**src/rtl/n2a_pkg.sv**
```systemverilog
`default_nettype none

package n2a_pkg;

    localparam int OP_W     = 3;
    localparam int VAL_W    = 64;
    localparam int CH_W     = 8;
    localparam int NIB_W    = 4;
    localparam int DEC_DIGITS = 20;
    localparam int BCD_W    = DEC_DIGITS * NIB_W;
    localparam int CNT_W    = 5;
    localparam int BITS_PER_STEP = 4;
    localparam int CONV_STEPS = VAL_W / BITS_PER_STEP;
    localparam int STEP_W   = 4;
    localparam int QDEPTH   = 2;
    localparam int QPTR_W   = 1;
    localparam int QCNT_W   = 2;

    localparam logic [OP_W-1:0] OP_DEC   = 3'd0;
    localparam logic [OP_W-1:0] OP_HEX8  = 3'd1;
    localparam logic [OP_W-1:0] OP_HEX16 = 3'd2;
    localparam logic [OP_W-1:0] OP_HEX32 = 3'd3;
    localparam logic [OP_W-1:0] OP_HEX64 = 3'd4;
    localparam logic [OP_W-1:0] OP_CHR   = 3'd5;

    localparam logic [CH_W-1:0] ASCII_ZERO = 8'h30;
    localparam logic [CH_W-1:0] ASCII_A    = 8'h41;
    localparam logic [CH_W-1:0] ASCII_CR   = 8'h0D;
    localparam logic [CH_W-1:0] ASCII_LF   = 8'h0A;

    typedef enum logic [1:0] {
        K_DEC = 2'd0,
        K_HEX = 2'd1,
        K_CHR = 2'd2
    } t_kind;

    // data is the raw value for decimal, left aligned for hex and character
    typedef struct packed {
        t_kind            kind;
        logic [CNT_W-1:0] ndig;
        logic [VAL_W-1:0] data;
    } t_cmd;

    function automatic logic [CH_W-1:0] hex_char(input logic [NIB_W-1:0] nib);
        logic [CH_W-1:0] n;
        n = {{(CH_W-NIB_W){1'b0}}, nib};
        return (nib > 4'd9) ? (n - 8'd10 + ASCII_A) : (n + ASCII_ZERO);
    endfunction

    // one shift-and-add-3 step of binary to bcd conversion
    function automatic logic [BCD_W-1:0] dabble_step(input logic [BCD_W-1:0] bcd,
                                                     input logic b);
        logic [BCD_W-1:0] adj;
        adj = bcd;
        for (int d = 0; d < DEC_DIGITS; d++) begin
            if (adj[d*NIB_W +: NIB_W] >= 4'd5) begin
                adj[d*NIB_W +: NIB_W] = adj[d*NIB_W +: NIB_W] + 4'd3;
            end
        end
        return {adj[BCD_W-2:0], b};
    endfunction

endpackage

`default_nettype wire

```
**src/rtl/n2a_queue.sv**
```systemverilog
`default_nettype none

module n2a_queue import n2a_pkg::*; (
    input  logic i_clk,
    input  logic i_rst_n,
    input  logic i_push,
    input  t_cmd i_cmd,
    output logic o_full,
    input  logic i_pop,
    output t_cmd o_head,
    output logic o_empty
);

    t_cmd              r_mem [QDEPTH];
    logic [QPTR_W-1:0] r_wp;
    logic [QPTR_W-1:0] r_rp;
    logic [QCNT_W-1:0] r_cnt;

    logic w_do_push;
    logic w_do_pop;

    assign o_full    = (r_cnt == QCNT_W'(QDEPTH));
    assign o_empty   = (r_cnt == '0);
    assign o_head    = r_mem[r_rp];
    assign w_do_push = i_push && !o_full;
    assign w_do_pop  = i_pop && !o_empty;

    always_ff @(posedge i_clk) begin
        if (!i_rst_n) begin
            r_wp  <= '0;
            r_rp  <= '0;
            r_cnt <= '0;
        end else begin
            if (w_do_push) begin
                r_wp <= (r_wp == QPTR_W'(QDEPTH-1)) ? '0 : r_wp + 1'b1;
            end
            if (w_do_pop) begin
                r_rp <= (r_rp == QPTR_W'(QDEPTH-1)) ? '0 : r_rp + 1'b1;
            end
            if (w_do_push && !w_do_pop) begin
                r_cnt <= r_cnt + 1'b1;
            end else if (!w_do_push && w_do_pop) begin
                r_cnt <= r_cnt - 1'b1;
            end
        end
    end

    always_ff @(posedge i_clk) begin
        if (w_do_push) begin
            r_mem[r_wp] <= i_cmd;
        end
    end

endmodule

`default_nettype wire

```
**config.mk**
```make
export PLATFORM = sky130hd
export DESIGN_NAME = n2a_queue
export DESIGN_NICKNAME = d
export VERILOG_FILES = /design/src/rtl/n2a_pkg.sv /design/src/rtl/n2a_queue.sv
export SDC_FILE = /design/constraint.sdc
export NUM_CORES = 1
export LEC_CHECK = 0
export BUFFER_PORTS_ARGS = -buffer_cell sky130_fd_sc_hd__buf_2
export CORE_ASPECT_RATIO = 0.7
export CORE_MARGIN = 2
export CORE_UTILIZATION = 40
export CTS_BUF_LIST = sky130_fd_sc_hd__clkbuf_8
export CTS_CLUSTER_SIZE = 10
export DETAILED_ROUTE_END_ITERATION = 16
export GPL_ROUTABILITY_DRIVEN = 0
export SLEW_MARGIN = 20
export SYNTH_ARGS = -nofsm -noshare
export SYNTH_HDL_FRONTEND = slang
export SYNTH_SLANG_ARGS = --single-unit
```
**constraint.sdc**
```tcl
create_clock -name i_clk -period 4.5 [get_ports i_clk]
set_input_delay 0.675 -clock i_clk [delete_from_list [all_inputs] [get_ports i_clk]]
set_output_delay 0.675 -clock i_clk [all_outputs]
set_load 0.1 [all_outputs]
```
==> impl_metrics.tcl, run 1 <==
set metrics [dict create \
    cts.htree.levels 4 \
    rsz0062_at_grt "false" \
    timing.rr.end "r_mem[0][47]" \
    ant_nets 0 \
    hold_end "r_mem[1][59]" \
    portBuffers 147 \
    rows 35 \
    drt_first_pass_iters 6 \
    root_buffer "clkbuf_8" \
    r2r_setup_slack_ns 2.54 \
    clk_latency_ns 0.43 \
    clock-sinks 147 \
    ys_ff_latch 147 \
    routed_wl_mm 9.71 \
    period_share_pct 64.0 \
    dieWidth_um 142 \
    tns_ns 0 \
    critPathMaxStageDelay_ns 0.99 \
    clk_pin_slew_ns 0.08 \
    fmax_mhz 347 \
    post_cts_buffers 0 \
    drc 0 \
    ys_seq_area_share_pct 81.5 \
    io_pins 148 \
    cts_tree "yes" \
    cp_num_buf_inv 1 \
    fin_util_pct 51.4 \
    postSynthCellCount 246 \
    setup_viol 0 \
    via_per_inst 4.75 \
    final_hold_viol_count 0 \
    r2r_cells 4 \
    worstPathMaxFanout 71 \
    area_delta_synth_final_pct 25.7 \
    crit_family "flip-flops" \
    fp.dieArea_um2 14300 \
    drive_gt1_share_pct 60.6 \
    holdPathStages 1 \
    synth_area_per_cell_um2 21.8 \
    post_cts_resized 0 \
    drt_iter0_markers 174 \
    maxCapViolCount 0 \
    min_path_type "in -> reg" \
    synth.largest_area_cell "edfxtp_1" \
    report.final.slew_viol_count 0 \
    dpl.hpwl_mm 5.95 \
    critPathRequiredTime_ns 3.83 \
    synth_warnings 0 \
    tightest_slew_ns 1.02 \
    core_um2 13100 \
    crit_chain "mux2_2, buf_2" \
    fp.dieH_um 101 \
    fillCellCount 1096 \
    grt_usage_pct 13.8 \
    slowest_stage "dfxtp_4" \
    slew_headroom_pct 32.0 \
    reg2reg_from "r_cnt[0]" \
    start_util_pct 40.9 \
    finalClockSkew_ns 0.00797 \
    antennaDiodeCount 0 \
    final_cell_mix "buf_2, edfxtp_1, mux2_2" \
    cts_inserted_buffers 17 \
    grt-ovfl-total 0 \
    synth_nets 322 \
    min_from "i_cmd[59]" \
    grt_max_degree 73 \
    dr_total_vias 2766 \
    cp.arrival_ns 2.20 \
    grt_pass1_wl_mm 14.7 \
    antenna_found_initial 1 \
    status "complete, no violations" \
    crit_path_end_kind "primary output" \
    netlist_top_cells_area "edfxtp_1, mux2_2, dfxtp_1" \
    clockBufferDepth 2 \
    grt_pass1_vias 2895 \
    final_nets 481 \
    wl_per_cell_um 16.7 \
    period_minus_slack_ns 2.88 \
    layout_commonest_cell "buf_2" \
    critical_path_class "reg -> out" \
    netlist_area_um2 5360 \
    holdBufCountCts 0 \
    synth_top_cell_area_share_pct 79.6 \
    ys_types 21 \
    cp-start-kind "flip-flop" \
]
-- logic make-up after synthesis --
logic type	after synthesis	share of synthesized area, %
adder cells (fa/ha/maj)	1	0.234
multiplexers	71	14.9
AO/OA/AOI/OAI	5	0.607
buffers and inverters	10	1.21
AND/OR/NAND/NOR	9	1.03
flip-flops	147	81.5
XOR/XNOR	3	0.491
-- worst max-delay path by stage --
stage | to | depth (start not counted)
floorplan | r_mem[0][0] | 3
global placement | o_head[55] | 2
detailed placement | o_head[40] | 2
CTS | o_head[40] | 2
global route | o_head[55] | 2
finish | o_head[40] | 2
-- registers in the layout, indices dropped and copies added (netlist names), named ones only --
name	count
r_mem	142
r_rp	1
r_cnt	2
r_wp	1
-- per-layer routing --
metal  share of wire [%]  global-route usage [%]  vias to the layer above
li1                    -                       -                     1285
met1                  46                    18.2                     1350
met2                  43                    20.0                      113
met3                 9.5                    6.70                       16
met4                 1.3                    4.80                        2
met5                0.13                       0                        -
-- per-stage QoR --
step	cell area [um2]	cells	hold WS [ns]	worst slack, ns
2_1_floorplan	5360	246	0.483	0.442
3_3_place_gp	6260	552	0.498	2.02
6_report	6730	582	0.429	1.62
5_1_grt	6730	582	0.386	1.45
3_5_place_dp	6260	552	0.528	2.03
4_1_cts	6730	582	0.401	1.54
-- synthesized netlist by cell type --
cell / instances
o21ai_1: 1
o21ai_0: 1
and2_1: 3
nor2_1: 2
nand2b_1: 1
nor3_2: 1
xor2_1: 1
inv_2: 1
o21a_1: 1
a21boi_1: 1
and3_1: 1
dfxtp_1: 5
inv_1: 1
buf_2: 1
edfxtp_1: 142
mux2_2: 71
buf_4: 7
xnor2_1: 2
or3_1: 1
ha_1: 1
a21boi_0: 1
-- area by class of cell --
| type | count | area [um2] | area share, % |
|---|---|---|---|
| clock buffer | 17 | 234 | 3.48 |
| clock inverter | 13 | 234 | 3.48 |
| inverter | 2 | 7.51 | 0.112 |
| multi-input combinational | 89 | 937 | 13.9 |
| sequential | 147 | 4370 | 64.9 |
| tap | 166 | 208 | 3.09 |
| timing repair buffer | 148 | 743 | 11.0 |
Power of run 1 is not shown: default switching activity piles up to over one toggle a cycle in this logic, so the estimate is an artifact.
==> run 2, diff against run 1 <==
- ABC_AREA: unset -> 1
- PLACE_DENSITY: unset -> 0.66
- clock period: 4.5 -> 2.5 ns (I/O delays scaled with it)
==> run 2 against run 1 <==
- via count grew 0.80%
- clock skew increased by 0.0030 ns
- register-to-register slack got worse by 1.6 ns
- first-iteration DRC count decreased by 17%
- routed wire length rose by 3.8%
- die area up 6.6%
- sequential share of layout area shrank 3.0 points
- hold slack lost 0.29 ns
==> impl_metrics.tcl, run 2 <==
set metrics [dict create \
    maxCapViolCount 0 \
    grt_usage_pct 13.3 \
    drive_gt1_share_pct 59.5 \
    largest_reg_flops 142 \
    routed_wl_mm 10.1 \
    layout_commonest_cell "buf_2" \
    fmax_mhz 464 \
    dr_total_vias 2788 \
    rsz0062_at_grt "false" \
    wl_per_cell_um 16.0 \
    cts.htree.levels 4 \
    slew_headroom_pct 61.4 \
    drc 0 \
    critPathRequiredTime_ns 2.12 \
    cp-start-kind "flip-flop" \
    reg_top3 "r_mem (142), r_cnt (2)" \
    portBuffers 147 \
    final_cell_area_um2 7060 \
    clk_latency_ns 0.42 \
    clk_pin_slew_ns 0.08 \
    io_pins 148 \
    grt_pass1_vias 2954 \
    rows 36 \
    postSynthCellCount 259 \
    pre_cts_slack_ns 0.766 \
    fp.dieArea_um2 15300 \
    total_power_mw 9.24 \
    critPathMaxStageDelay_ns 0.42 \
    holdBufCountCts 0 \
    synth_area_per_cell_um2 22.1 \
    start_util_pct 41.0 \
    regMostFlops "r_mem" \
    fillCellCount 1169 \
    placed_cell_area_um2 6640 \
    final_cell_mix "buf_2, edfxtp_1, mux2_4" \
    cp.arrival_ns 1.78 \
    tns_ns 0 \
    yosys-top-cells-count "edfxtp_1, mux2_4, nor2_1" \
    tightest_slew_ns 0.579 \
    post_cts_buffers 0 \
    finalClockSkew_ns 0.0110 \
    synth_ff_type "edfxtp_1" \
    multiInputGateArea_um2 1190 \
    p_leak_nw 2.79 \
    final_hold_viol_count 0 \
    fin_ws_ns 0.345 \
    synth_edf_count 142 \
    r2r_cells 9 \
    dpl.cell_count 595 \
    dieWidth_um 147 \
    holdPathStages 1 \
    period_minus_slack_ns 2.16 \
    power.density_nw_per_um2 1310 \
    drt_iter0_markers 144 \
    synth_nets 335 \
    fin_hold_ws_ns 0.138 \
    period_share_pct 86.2 \
    grt_pass1_wl_mm 15.2 \
    use_met1_pct 16.7 \
    drt_first_pass_iters 4 \
    ys_seq_area_share_pct 76.3 \
    clockBufferDepth 2 \
    area_delta_synth_final_pct 23.3 \
    ir_drop_uv 862 \
    endpoint "o_head[59]" \
    layout.cells.non_filler 628 \
    final_nets 500 \
    grt-ovfl-total 0 \
    post_cts_resized 0 \
    min_path_type "in -> reg" \
    crit_chain "buf_4, mux2_4, buf_2" \
    grt_util_met2_pct 20.5 \
    dpl.hpwl_mm 6.71 \
    synth.most_common_cell "edfxtp_1" \
    slowest_stage "dfxtp_4" \
    cts_inserted_buffers 17 \
    seqCellArea_um2 4370 \
    netlist_area_um2 5720 \
    ys_types 15 \
    r2r_setup_slack_ns 0.93 \
    critical_path_class "reg -> out" \
    ant_nets 0 \
    ys_ff_latch 147 \
    core_um2 14000 \
    fp.dieH_um 104 \
    antenna_found_initial 1 \
    grt_max_degree 43 \
    postSynth.asyncResetShare_pct 0 \
    synth_warnings 0 \
    clock-sinks 147 \
    synth.largest_area_cell "edfxtp_1" \
    met3_usage_pct 6.14 \
    report.final.slew_viol_count 0 \
    netlist_top_cells_area "edfxtp_1, mux2_4, buf_12" \
    reg2reg_from "r_cnt[1]" \
    synth_top_cell_area_share_pct 74.5 \
    busiest_layer "met2" \
    setup_viol 0 \
    timing.rr.end "r_cnt[1]" \
    via_per_inst 4.44 \
    crit_path_end_kind "primary output" \
    worstPathMaxFanout 13 \
    root_buffer "clkbuf_8" \
    cts_tree "yes" \
    status "complete, no violations" \
    fin_util_pct 50.5 \
]
## run 2: changes by cell type after synthesis, sizes merged, moves of 2 or more
cell | previous run | this run
a21boi | 2 | 0
and2 | 3 | 0
inv | 2 | 9
nand2 | 0 | 6
nor2 | 2 | 11
xnor2 | 2 | 0
## run 2: critical path, delay by kind of cell (launching register included)
| kind | cells | cell delay [ns] |
|---|---|---|
| DFF | 1 | 0.42 |
| buffers and inverters | 2 | 0.59 |
| muxes | 1 | 0.34 |
## run 2: metal layers
metal / part of all wire, % / wire, um / vias to the layer above
met2: 45 / 4490 / 109
li1: - / - / 1331
met1: 45 / 4520 / 1335
met5: 0 / 0 / -
met4: 1.0 / 104 / 0
met3: 9.5 / 953 / 13
## run 2: worst min-delay path by stage
stage / startpoint / to / slack [ns]
floorplan: r_rp / flip-flop / 0.47
detailed placement: r_rp / r_rp / 0.52
finish: i_cmd[20] / r_mem[0][20] / 0.14
CTS: i_cmd[20] / r_mem[0][20] / 0.1
global route: i_cmd[20] / r_mem[0][20] / 0.09
global placement: r_rp / r_rp / 0.48
## run 2: report_power, final
part           switching, mW  internal (mW)
sequential             0.109           3.11
clock                  0.896          0.993
combinational           3.24          0.885
total                   4.24           4.99
## run 2: cell families after synthesis
group / Yosys count / share of synthesized area [%]
AND/OR/NAND/NOR: 19 / 1.31
AO/OA/AOI/OAI: 4 / 0.415
flip-flops: 147 / 76.3
buffers and inverters: 17 / 3.24
adder cells (fa/ha/maj): 1 / 0.219
multiplexers: 71 / 18.6
## run 2: area by class of cell
class | instances | area share [%]
Inverter | 9 | 0.479
Sequential cell | 147 | 61.9
Timing Repair Buffer | 154 | 11.5
Antenna cell | 1 | 0.0355
Clock inverter | 15 | 2.52
Multi-Input combinational cell | 95 | 16.8
Tap cell | 190 | 3.37
Clock buffer | 17 | 3.32
No activity file was read; power rests on OpenSTA's default activity.
